===== config.mk =====
export PLATFORM = sky130hd
export DESIGN_NAME = accel_step_detector
export DESIGN_NICKNAME = d
export VERILOG_FILES = /design/src/asd_pkg.sv /design/src/accel_step_detector.sv
export SDC_FILE = /design/constraint.sdc
export NUM_CORES = 2
export LEC_CHECK = 0
export BUFFER_PORTS_ARGS = -buffer_cell sky130_fd_sc_hd__buf_2
export CAP_MARGIN = 10
export CORE_ASPECT_RATIO = 1.75
export CORE_MARGIN = 3
export CORE_UTILIZATION = 62
export CTS_CLUSTER_SIZE = 10
export DETAILED_ROUTE_END_ITERATION = 10
export HOLD_SLACK_MARGIN = 0.06
export PLACE_DENSITY = 0.79
export SLEW_MARGIN = 25
export SYNTH_ARGS = -nofsm -noshare
export SYNTH_HDL_FRONTEND = slang
export SYNTH_SLANG_ARGS = --single-unit
export TNS_END_PERCENT = 1

===== constraint.sdc =====
create_clock -name aclk -period 13.5 [get_ports aclk]
set_clock_uncertainty 0.1 [all_clocks]
set_input_delay 0 -clock aclk [delete_from_list [all_inputs] [get_ports aclk]]
set_output_delay 0 -clock aclk [all_outputs]
set_load 0.05 [all_outputs]

===== src/asd_pkg.sv =====
// Shared constants and types for the acceleration step detector.
package asd_pkg;

    // Depth of the magnitude averaging ring
    localparam int RING_DEPTH  = 5;
    localparam int POS_W       = $clog2(RING_DEPTH);
    localparam int SUM_W       = 16 + $clog2(RING_DEPTH);
    localparam int CMP_W       = SUM_W + 1;

    // Configuration register indexes
    localparam logic [1:0] CFG_STEP_THRESHOLD = 2'd0;
    localparam logic [1:0] CFG_MIN_STEP_GAP   = 2'd1;
    localparam logic [1:0] CFG_PEAK_WINDOW    = 2'd2;

    // Configuration reset values
    localparam logic [15:0] RST_STEP_THRESHOLD = 16'd492;
    localparam logic [15:0] RST_MIN_STEP_GAP   = 16'd400;
    localparam logic [15:0] RST_PEAK_WINDOW    = 16'd2000;

    // Unsigned Q4.12 magnitude
    typedef logic [15:0] q412_t;

endpackage


===== src/accel_step_detector.sv =====
// Step detector: iterative magnitude, ring mean in memory, step and peak tracking.
// A sample passes through squaring x, y and z in turn on one shared multiplier, 16
// square-root iterations of two radicand bits each, a sum state and a finish
// state that holds while the output register is full; no new sample is taken
// until its result is registered. A reset command goes straight to finish.
// Reset: synchronous active low; clears control state, counts, timers and
// configuration to defaults. The ring memory is not cleared.
module accel_step_detector (
    input  logic                 aclk,
    input  logic                 aresetn,
    // configuration write port
    input  logic                 cfg_we,
    input  logic [1:0]           cfg_addr,
    input  logic [15:0]          cfg_wdata,
    // input channel
    input  logic                 s_valid,
    output logic                 s_ready,
    input  logic                 s_command,
    input  logic signed [15:0]   s_accel_x,
    input  logic signed [15:0]   s_accel_y,
    input  logic signed [15:0]   s_accel_z,
    input  logic [31:0]          s_now_ms,
    // result channel
    output logic                 m_valid,
    input  logic                 m_ready,
    output logic                 m_step_detected,
    output logic [15:0]          m_step_total,
    output asd_pkg::q412_t       m_sample_magnitude,
    output asd_pkg::q412_t       m_window_peak,
    output logic                 m_ring_full
);
    import asd_pkg::*;

    localparam logic [2:0] ST_IDLE   = 3'd0;
    localparam logic [2:0] ST_SQUARE = 3'd1;
    localparam logic [2:0] ST_ROOT   = 3'd2;
    localparam logic [2:0] ST_SUM    = 3'd3;
    localparam logic [2:0] ST_FINISH = 3'd4;

    localparam logic [POS_W-1:0] POS_LAST = POS_W'(RING_DEPTH - 1);

    // configuration
    logic [15:0] thr_reg, gap_reg, pwin_reg;

    // control
    logic [2:0]  state_reg;
    logic [1:0]  sq_cnt_reg;
    logic [3:0]  it_cnt_reg;

    // captured item
    logic               cmd_reg;
    logic signed [15:0] ax_reg, ay_reg, az_reg;
    logic [31:0]        now_reg;

    // datapath
    logic [31:0] sumsq_reg;
    logic [31:0] rad_reg;
    logic [19:0] rem_reg;
    q412_t       root_reg;
    logic [SUM_W-1:0] sum_reg;
    logic [SUM_W-1:0] magw_reg;

    // ring memory and its read port
    q412_t ring_mem [RING_DEPTH];
    q412_t ring_rd_reg;

    // persistent detector state
    logic [POS_W-1:0] pos_reg;
    logic             filled_reg;
    logic [15:0]      tally_reg;
    logic [31:0]      last_step_reg;
    logic [31:0]      pwin_start_reg;
    q412_t            peak_reg;

    // output register
    logic  m_valid_reg;
    logic  o_step_reg, o_full_reg;
    logic [15:0] o_total_reg;
    q412_t o_mag_reg, o_peak_reg;

    logic in_xfer, out_free;
    assign s_ready  = (state_reg == ST_IDLE);
    assign in_xfer  = s_valid && s_ready;
    assign out_free = !m_valid_reg || m_ready;

    // Square one axis per cycle on the shared multiplier
    logic signed [15:0] sq_op;
    logic signed [31:0] sq_prod;
    always_comb begin
        case (sq_cnt_reg)
            2'd0:    sq_op = ax_reg;
            2'd1:    sq_op = ay_reg;
            default: sq_op = az_reg;
        endcase
        sq_prod = sq_op * sq_op;
    end

    // One restoring square-root iteration
    logic [19:0] rem_shift, rem_trial;
    logic        root_bit;
    always_comb begin
        rem_shift = {rem_reg[17:0], rad_reg[31:30]};
        rem_trial = {2'b00, root_reg, 2'b01};
        root_bit  = (rem_shift >= rem_trial);
    end

    // Ring sum update with the new magnitude
    logic [SUM_W-1:0] sum_calc, mag_ext;
    always_comb begin
        mag_ext = SUM_W'(root_reg);
        if (filled_reg) begin
            sum_calc = sum_reg - SUM_W'(ring_rd_reg) + mag_ext;
        end else if (pos_reg == '0) begin
            sum_calc = mag_ext;
        end else begin
            sum_calc = sum_reg + mag_ext;
        end
    end

    // Step and peak decisions
    logic [CMP_W-1:0] limit;
    logic             filled_upd, step_hit;
    logic [POS_W-1:0] pos_upd;
    logic [31:0]      gap_diff, pwin_diff;
    logic             pwin_over;
    q412_t            peak_base, peak_upd;
    logic [15:0]      tally_upd;
    always_comb begin
        limit      = CMP_W'(sum_reg) + CMP_W'(thr_reg) * CMP_W'(RING_DEPTH);
        filled_upd = filled_reg || (pos_reg == POS_LAST);
        pos_upd    = (pos_reg == POS_LAST) ? '0 : pos_reg + POS_W'(1);
        gap_diff   = now_reg - last_step_reg;
        step_hit   = filled_upd && (CMP_W'(magw_reg) > limit)
                     && (gap_diff > {16'd0, gap_reg});
        tally_upd  = (step_hit && tally_reg != 16'hFFFF) ? tally_reg + 16'd1 : tally_reg;
        pwin_diff  = now_reg - pwin_start_reg;
        pwin_over  = (pwin_diff >= {16'd0, pwin_reg});
        peak_base  = pwin_over ? '0 : peak_reg;
        peak_upd   = (root_reg > peak_base) ? root_reg : peak_base;
    end

    // Configuration writes
    always_ff @(posedge aclk) begin
        if (!aresetn) begin
            thr_reg  <= RST_STEP_THRESHOLD;
            gap_reg  <= RST_MIN_STEP_GAP;
            pwin_reg <= RST_PEAK_WINDOW;
        end else if (cfg_we) begin
            case (cfg_addr)
                CFG_STEP_THRESHOLD: thr_reg  <= cfg_wdata;
                CFG_MIN_STEP_GAP:   gap_reg  <= cfg_wdata;
                CFG_PEAK_WINDOW:    pwin_reg <= cfg_wdata;
                default: ;
            endcase
        end
    end

    // Ring memory: read old entry at the write position, write on a sample's finish
    always_ff @(posedge aclk) begin
        ring_rd_reg <= ring_mem[pos_reg];
        if (state_reg == ST_FINISH && out_free && !cmd_reg) begin
            ring_mem[pos_reg] <= root_reg;
        end
    end

    // Datapath registers without reset
    always_ff @(posedge aclk) begin
        if (in_xfer) begin
            cmd_reg <= s_command;
            ax_reg  <= s_accel_x;
            ay_reg  <= s_accel_y;
            az_reg  <= s_accel_z;
            now_reg <= s_now_ms;
            sumsq_reg <= '0;
        end
        if (state_reg == ST_SQUARE) begin
            sumsq_reg <= sumsq_reg + 32'(sq_prod);
            if (sq_cnt_reg == 2'd2) begin
                rad_reg  <= sumsq_reg + 32'(sq_prod);
                rem_reg  <= '0;
                root_reg <= '0;
            end
        end
        if (state_reg == ST_ROOT) begin
            rad_reg  <= {rad_reg[29:0], 2'b00};
            rem_reg  <= root_bit ? rem_shift - rem_trial : rem_shift;
            root_reg <= {root_reg[14:0], root_bit};
        end
        if (state_reg == ST_SUM) begin
            sum_reg  <= sum_calc;
            magw_reg <= SUM_W'(root_reg) * SUM_W'(RING_DEPTH);
        end
        if (state_reg == ST_FINISH && out_free) begin
            if (cmd_reg) begin
                o_step_reg  <= 1'b0;
                o_total_reg <= '0;
                o_mag_reg   <= '0;
                o_peak_reg  <= peak_reg;
                o_full_reg  <= 1'b0;
            end else begin
                o_step_reg  <= step_hit;
                o_total_reg <= tally_upd;
                o_mag_reg   <= root_reg;
                o_peak_reg  <= peak_upd;
                o_full_reg  <= filled_upd;
            end
        end
    end

    // Sequencer and persistent state
    always_ff @(posedge aclk) begin
        if (!aresetn) begin
            state_reg      <= ST_IDLE;
            sq_cnt_reg     <= '0;
            it_cnt_reg     <= '0;
            pos_reg        <= '0;
            filled_reg     <= 1'b0;
            tally_reg      <= '0;
            last_step_reg  <= '0;
            pwin_start_reg <= '0;
            peak_reg       <= '0;
            m_valid_reg    <= 1'b0;
        end else begin
            // drop the result once transferred
            if (m_valid_reg && m_ready && state_reg != ST_FINISH) begin
                m_valid_reg <= 1'b0;
            end
            case (state_reg)
                ST_IDLE: begin
                    if (in_xfer) begin
                        sq_cnt_reg <= '0;
                        state_reg  <= s_command ? ST_FINISH : ST_SQUARE;
                    end
                end
                ST_SQUARE: begin
                    sq_cnt_reg <= sq_cnt_reg + 2'd1;
                    if (sq_cnt_reg == 2'd2) begin
                        it_cnt_reg <= '0;
                        state_reg  <= ST_ROOT;
                    end
                end
                ST_ROOT: begin
                    it_cnt_reg <= it_cnt_reg + 4'd1;
                    if (it_cnt_reg == 4'd15) begin
                        state_reg <= ST_SUM;
                    end
                end
                ST_SUM: begin
                    state_reg <= ST_FINISH;
                end
                ST_FINISH: begin
                    // hold until the output register is free
                    if (out_free) begin
                        m_valid_reg <= 1'b1;
                        state_reg   <= ST_IDLE;
                        if (cmd_reg) begin
                            tally_reg  <= '0;
                            pos_reg    <= '0;
                            filled_reg <= 1'b0;
                        end else begin
                            pos_reg    <= pos_upd;
                            filled_reg <= filled_upd;
                            tally_reg  <= tally_upd;
                            peak_reg   <= peak_upd;
                            if (step_hit) begin
                                last_step_reg <= now_reg;
                            end
                            if (pwin_over) begin
                                pwin_start_reg <= now_reg;
                            end
                        end
                    end
                end
                default: state_reg <= ST_IDLE;
            endcase
        end
    end

    assign m_valid            = m_valid_reg;
    assign m_step_detected    = o_step_reg;
    assign m_step_total       = o_total_reg;
    assign m_sample_magnitude = o_mag_reg;
    assign m_window_peak      = o_peak_reg;
    assign m_ring_full        = o_full_reg;

    // One item in flight: no transfer right after a transfer
    assert property (@(posedge aclk) disable iff (!aresetn)
        in_xfer |=> !s_ready)
        else $error("input taken while an item is in flight");

    // A step is only reported with a full ring
    assert property (@(posedge aclk) disable iff (!aresetn)
        (m_valid && m_step_detected) |-> m_ring_full)
        else $error("step reported before ring filled");

    // The window peak covers the sample magnitude
    assert property (@(posedge aclk) disable iff (!aresetn)
        m_valid |-> (m_window_peak >= m_sample_magnitude))
        else $error("window peak below sample magnitude");

    // Write position stays inside the ring
    assert property (@(posedge aclk) disable iff (!aresetn)
        pos_reg <= POS_LAST)
        else $error("ring position out of range");

endmodule

==> reports/summary.md <==
The share of flip-flops with an asynchronous set or reset after synthesis works out to 0. Setup repair after global routing left no endpoint under its margin. The class of the most critical setup path was reg -> reg.

The routed layout has 33800 vias. The tools report the total routing usage reported by global routing as 0.333. The longest clock path from root to sink contains 3 buffers. The top routing layer in use was met4. Delay of the slowest cell on the worst path: 0.79 ns. Dividing the detail-routed via count by the number of cells gives 6.12.

For the sum of met2 wire segment lengths after detailed routing, the log shows 60600 um. The run finished with clean final reports. The total number of clock tree sinks is 521. The startpoint type of the worst setup path is a flop. For the routability congestion estimate, the log shows 0.958. Detailed-route wire length per cell: 21.2 um. Register name with the most flops: ring_mem. STA puts the critical path data required time at 13.91 ns. Counting flops and latches in the post-synthesis netlist gives 521. At the end of the flow, the number of nets in the layout was 5353. For the count of endpoints failing hold in the final timing report, the log shows 0.

The buffer type at the clock tree root is clkbuf_16. The clock transition at the register clock pins on the worst setup and hold paths after CTS is 0.07 ns. The logs give 39400 um for the routed length on met1 and 0.0466 mm2 for the post-route standard cell area excluding fillers. The final layout contains routed wiring with a total length of 117000 um.

The clock reaches the later pin of the worst-skew pair after 0.66 ns. Among all cell types in the netlist, the one instantiated most often is inv_1. Ranked by total cell area, the synthesized netlist is headed by edfxtp_1, fa_1, ha_1. For this run, the top clock speed supported by timing is 110 MHz. The post-route clock period utilization came out at 0.671. In this run the standard cell core region covers 0.0655 mm2.

Synthesis instantiated 90 different standard cells from the library. The synthesized design contains 345 enable-type register cells. Setup violations remaining at the end of the flow were counted as 0. The placed standard-cell area is 0.0427 mm2, and the remaining number of nets flagged by the antenna check after routing is 0. The share of Yosys cell area claimed by the top area cell type was 0.252; the number of buffers added by the clock tree synthesis step was 59. From left edge to right edge, the die measures 200 um. The number of pins exceeding their max-slew limit in the final report is 0. The wire length of the first global-routing pass came out at 184000 um. The run gives 0.338 as the sequential element share of the synthesized area. The tightest min-delay check is of the in -> reg type. In the final timing run, aggregate negative setup slack is 0 ns. The die extent in y is 346 um. The run gives 0 as the synthesis warning total. The tools report the layout filler cell count as 4826.

The first detailed-routing pass took 8 iterations. The area growth from synthesis to layout is 13.5%. The clock tree synthesis step divided the H-tree into 2 levels. The tools report the number of instances in the synthesized netlist as 4284. The tools report the via count of the first global-routing pass as 35000.

The fraction of final layout cells sized beyond drive strength 1 works out to 0.0747. STA classifies the critical path endpoint as a flop. TritonCTS built the clock tree.

The wire-length estimate of the detail-placed layout is 82300 um. Total congestion overflow: 0. The mean cell area of the mapped netlist is 9.58 um2. Entering global routing, the biggest net connects 82 pins.

The netlist area before placement is 0.0410 mm2. The effective utilization at floorplan was 0.627; the detailed router's first-iteration violation count was 2420. The floorplan has 124 rows. The largest individual stage delay along the critical path comes from the cell a21o_1. Max-cap violations in this run came to 0.

Summed over all instances, the cell type with the most area after synthesis is edfxtp_1. 156 I/O pins were placed. At the worst endpoint, the arrival time is 9.47 ns.

Subtracting the final worst setup slack from the clock period gives 9.06 ns. Of all nets on the critical path, the largest fanout is 21. In the synthesized netlist the dominant register cell turns out to be edfxtp_1.

The signal on the critical path passes through inv_1 > ha_1 > nor2_1 > a21o_1 > inv_1 > nor2_1 > fa_1 > inv_1 > fa_1 > inv_1 > fa_1 > fa_1 > fa_1 > inv_1 > fa_1 > inv_1 > ha_1 > nand3_1 > nor2_1 > o2111ai_1 > a31oi_1 > nor3_1 > or4_1 > nand3_1. The run gives 7320 um as the met3 layer wire length in the routed design. The floorplan step defined a die boundary enclosing 0.0694 mm2. The number of nets in the synthesized netlist is 5048. For the pin with the worst max-slew slack, the measured transition is 1.11 ns.

The number of design rule violations left after detail routing was 0; the worst slew margin relative to its limit was 0.259. Buffers added to address setup during post-CTS repair amount to 0. After synthesis, the most frequently instantiated cells are inv_1, nand2_1, ha_1.

The number of antenna violations at the first check in global routing is 1. Input and output buffers added on the ports amount to 155. The register with the most flip-flops in the layout has 80 of them.
## critical path, delay by kind of cell, from the launching register on
family | cells | cell delay (ns)
adder cells (fa/ha/maj) | 8 | 3.86
AND/OR/NAND/NOR | 7 | 2.03
AO/OA/AOI/OAI | 3 | 1.33
buffers and inverters | 6 | 1.14
flip-flops | 1 | 0.43
## per-layer routing
layer / vias up / track usage
met5: - / 0
met4: 0 / 0.232
met3: 538 / 0.0525
met2: 1564 / 0.606
met1: 16300 / 0.350
li1: 15400 / -
## worst paths after layout
check / startpoint / endpoint / slack [ns] / cells after the start
worst max-delay path: sq_cnt_reg[0] / rad_reg[30] / 4.44 / 24
worst min-delay path: cfg_wdata[0] / thr_reg[0] / 0.11 / 4
worst max register to register: sq_cnt_reg[0] / rad_reg[30] / 4.44 / 24
worst min register to register: gap_reg[13] / gap_reg[13] / 0.36 / 2
## logic make-up (layout without fill, tap and decap cells)
logic type | count (synthesis) | after routing | share of synthesized area
compound gates | 927 | 927 | 0.151
xor+xnor | 153 | 153 | 0.0327
fa+ha+maj | 660 | 660 | 0.256
buf+inv | 803 | 1153 | 0.0744
flops | 521 | 521 | 0.338
mux | 46 | 46 | 0.0127
other cells | 0 | 2 | 0
simple gates | 1174 | 1174 | 0.135
## layout make-up
class	count	area [um2]	area share
diodes	2	5.00	0.000107
clock buffers	102	1680	0.0360
clock inverters	4	70.1	0.00150
inverters	631	2370	0.0509
multi-input cells	2960	24200	0.519
flip-flops and latches	521	13900	0.298
well taps	882	1100	0.0237
repair buffers	416	3280	0.0704
## cells in the final DEF, fill, tap and decap left out, types with 57 or more instances in the layout
cell type / instances
inv_1: 619
nand2_1: 383
ha_1: 360
edfxtp_1: 345
nor2_1: 308
fa_1: 300
a21oi_1: 270
dlygate4sd3_1: 205
dfxtp_1: 176
o21ai_0: 165
buf_2: 154
xnor2_1: 97
nand3_1: 96
a21o_1: 93
and3_1: 65
clkbuf_16: 59
and2_1: 57
## metrics by stage
step           setup WS, ns  utilization  cells  hold slack (ns)
2_1_floorplan          2.46            -   4284         -0.00113
3_3_place_gp           5.11        0.653   5203           0.0765
3_5_place_dp           4.88        0.653   5203           0.0781
4_1_cts                4.84        0.711   5514           0.0651
5_1_grt                4.01        0.711   5516            0.110
6_report               4.44        0.711   5518            0.106
## timing repair
item,4_1_cts,5_1_grt
hold buffers,205,0
resized for setup,0,0
hold endpoints to repair,161,0
Power is left out: the tool's default activity adds up to more than one toggle a clock period on the data nets, which glitch-free logic cannot reach.
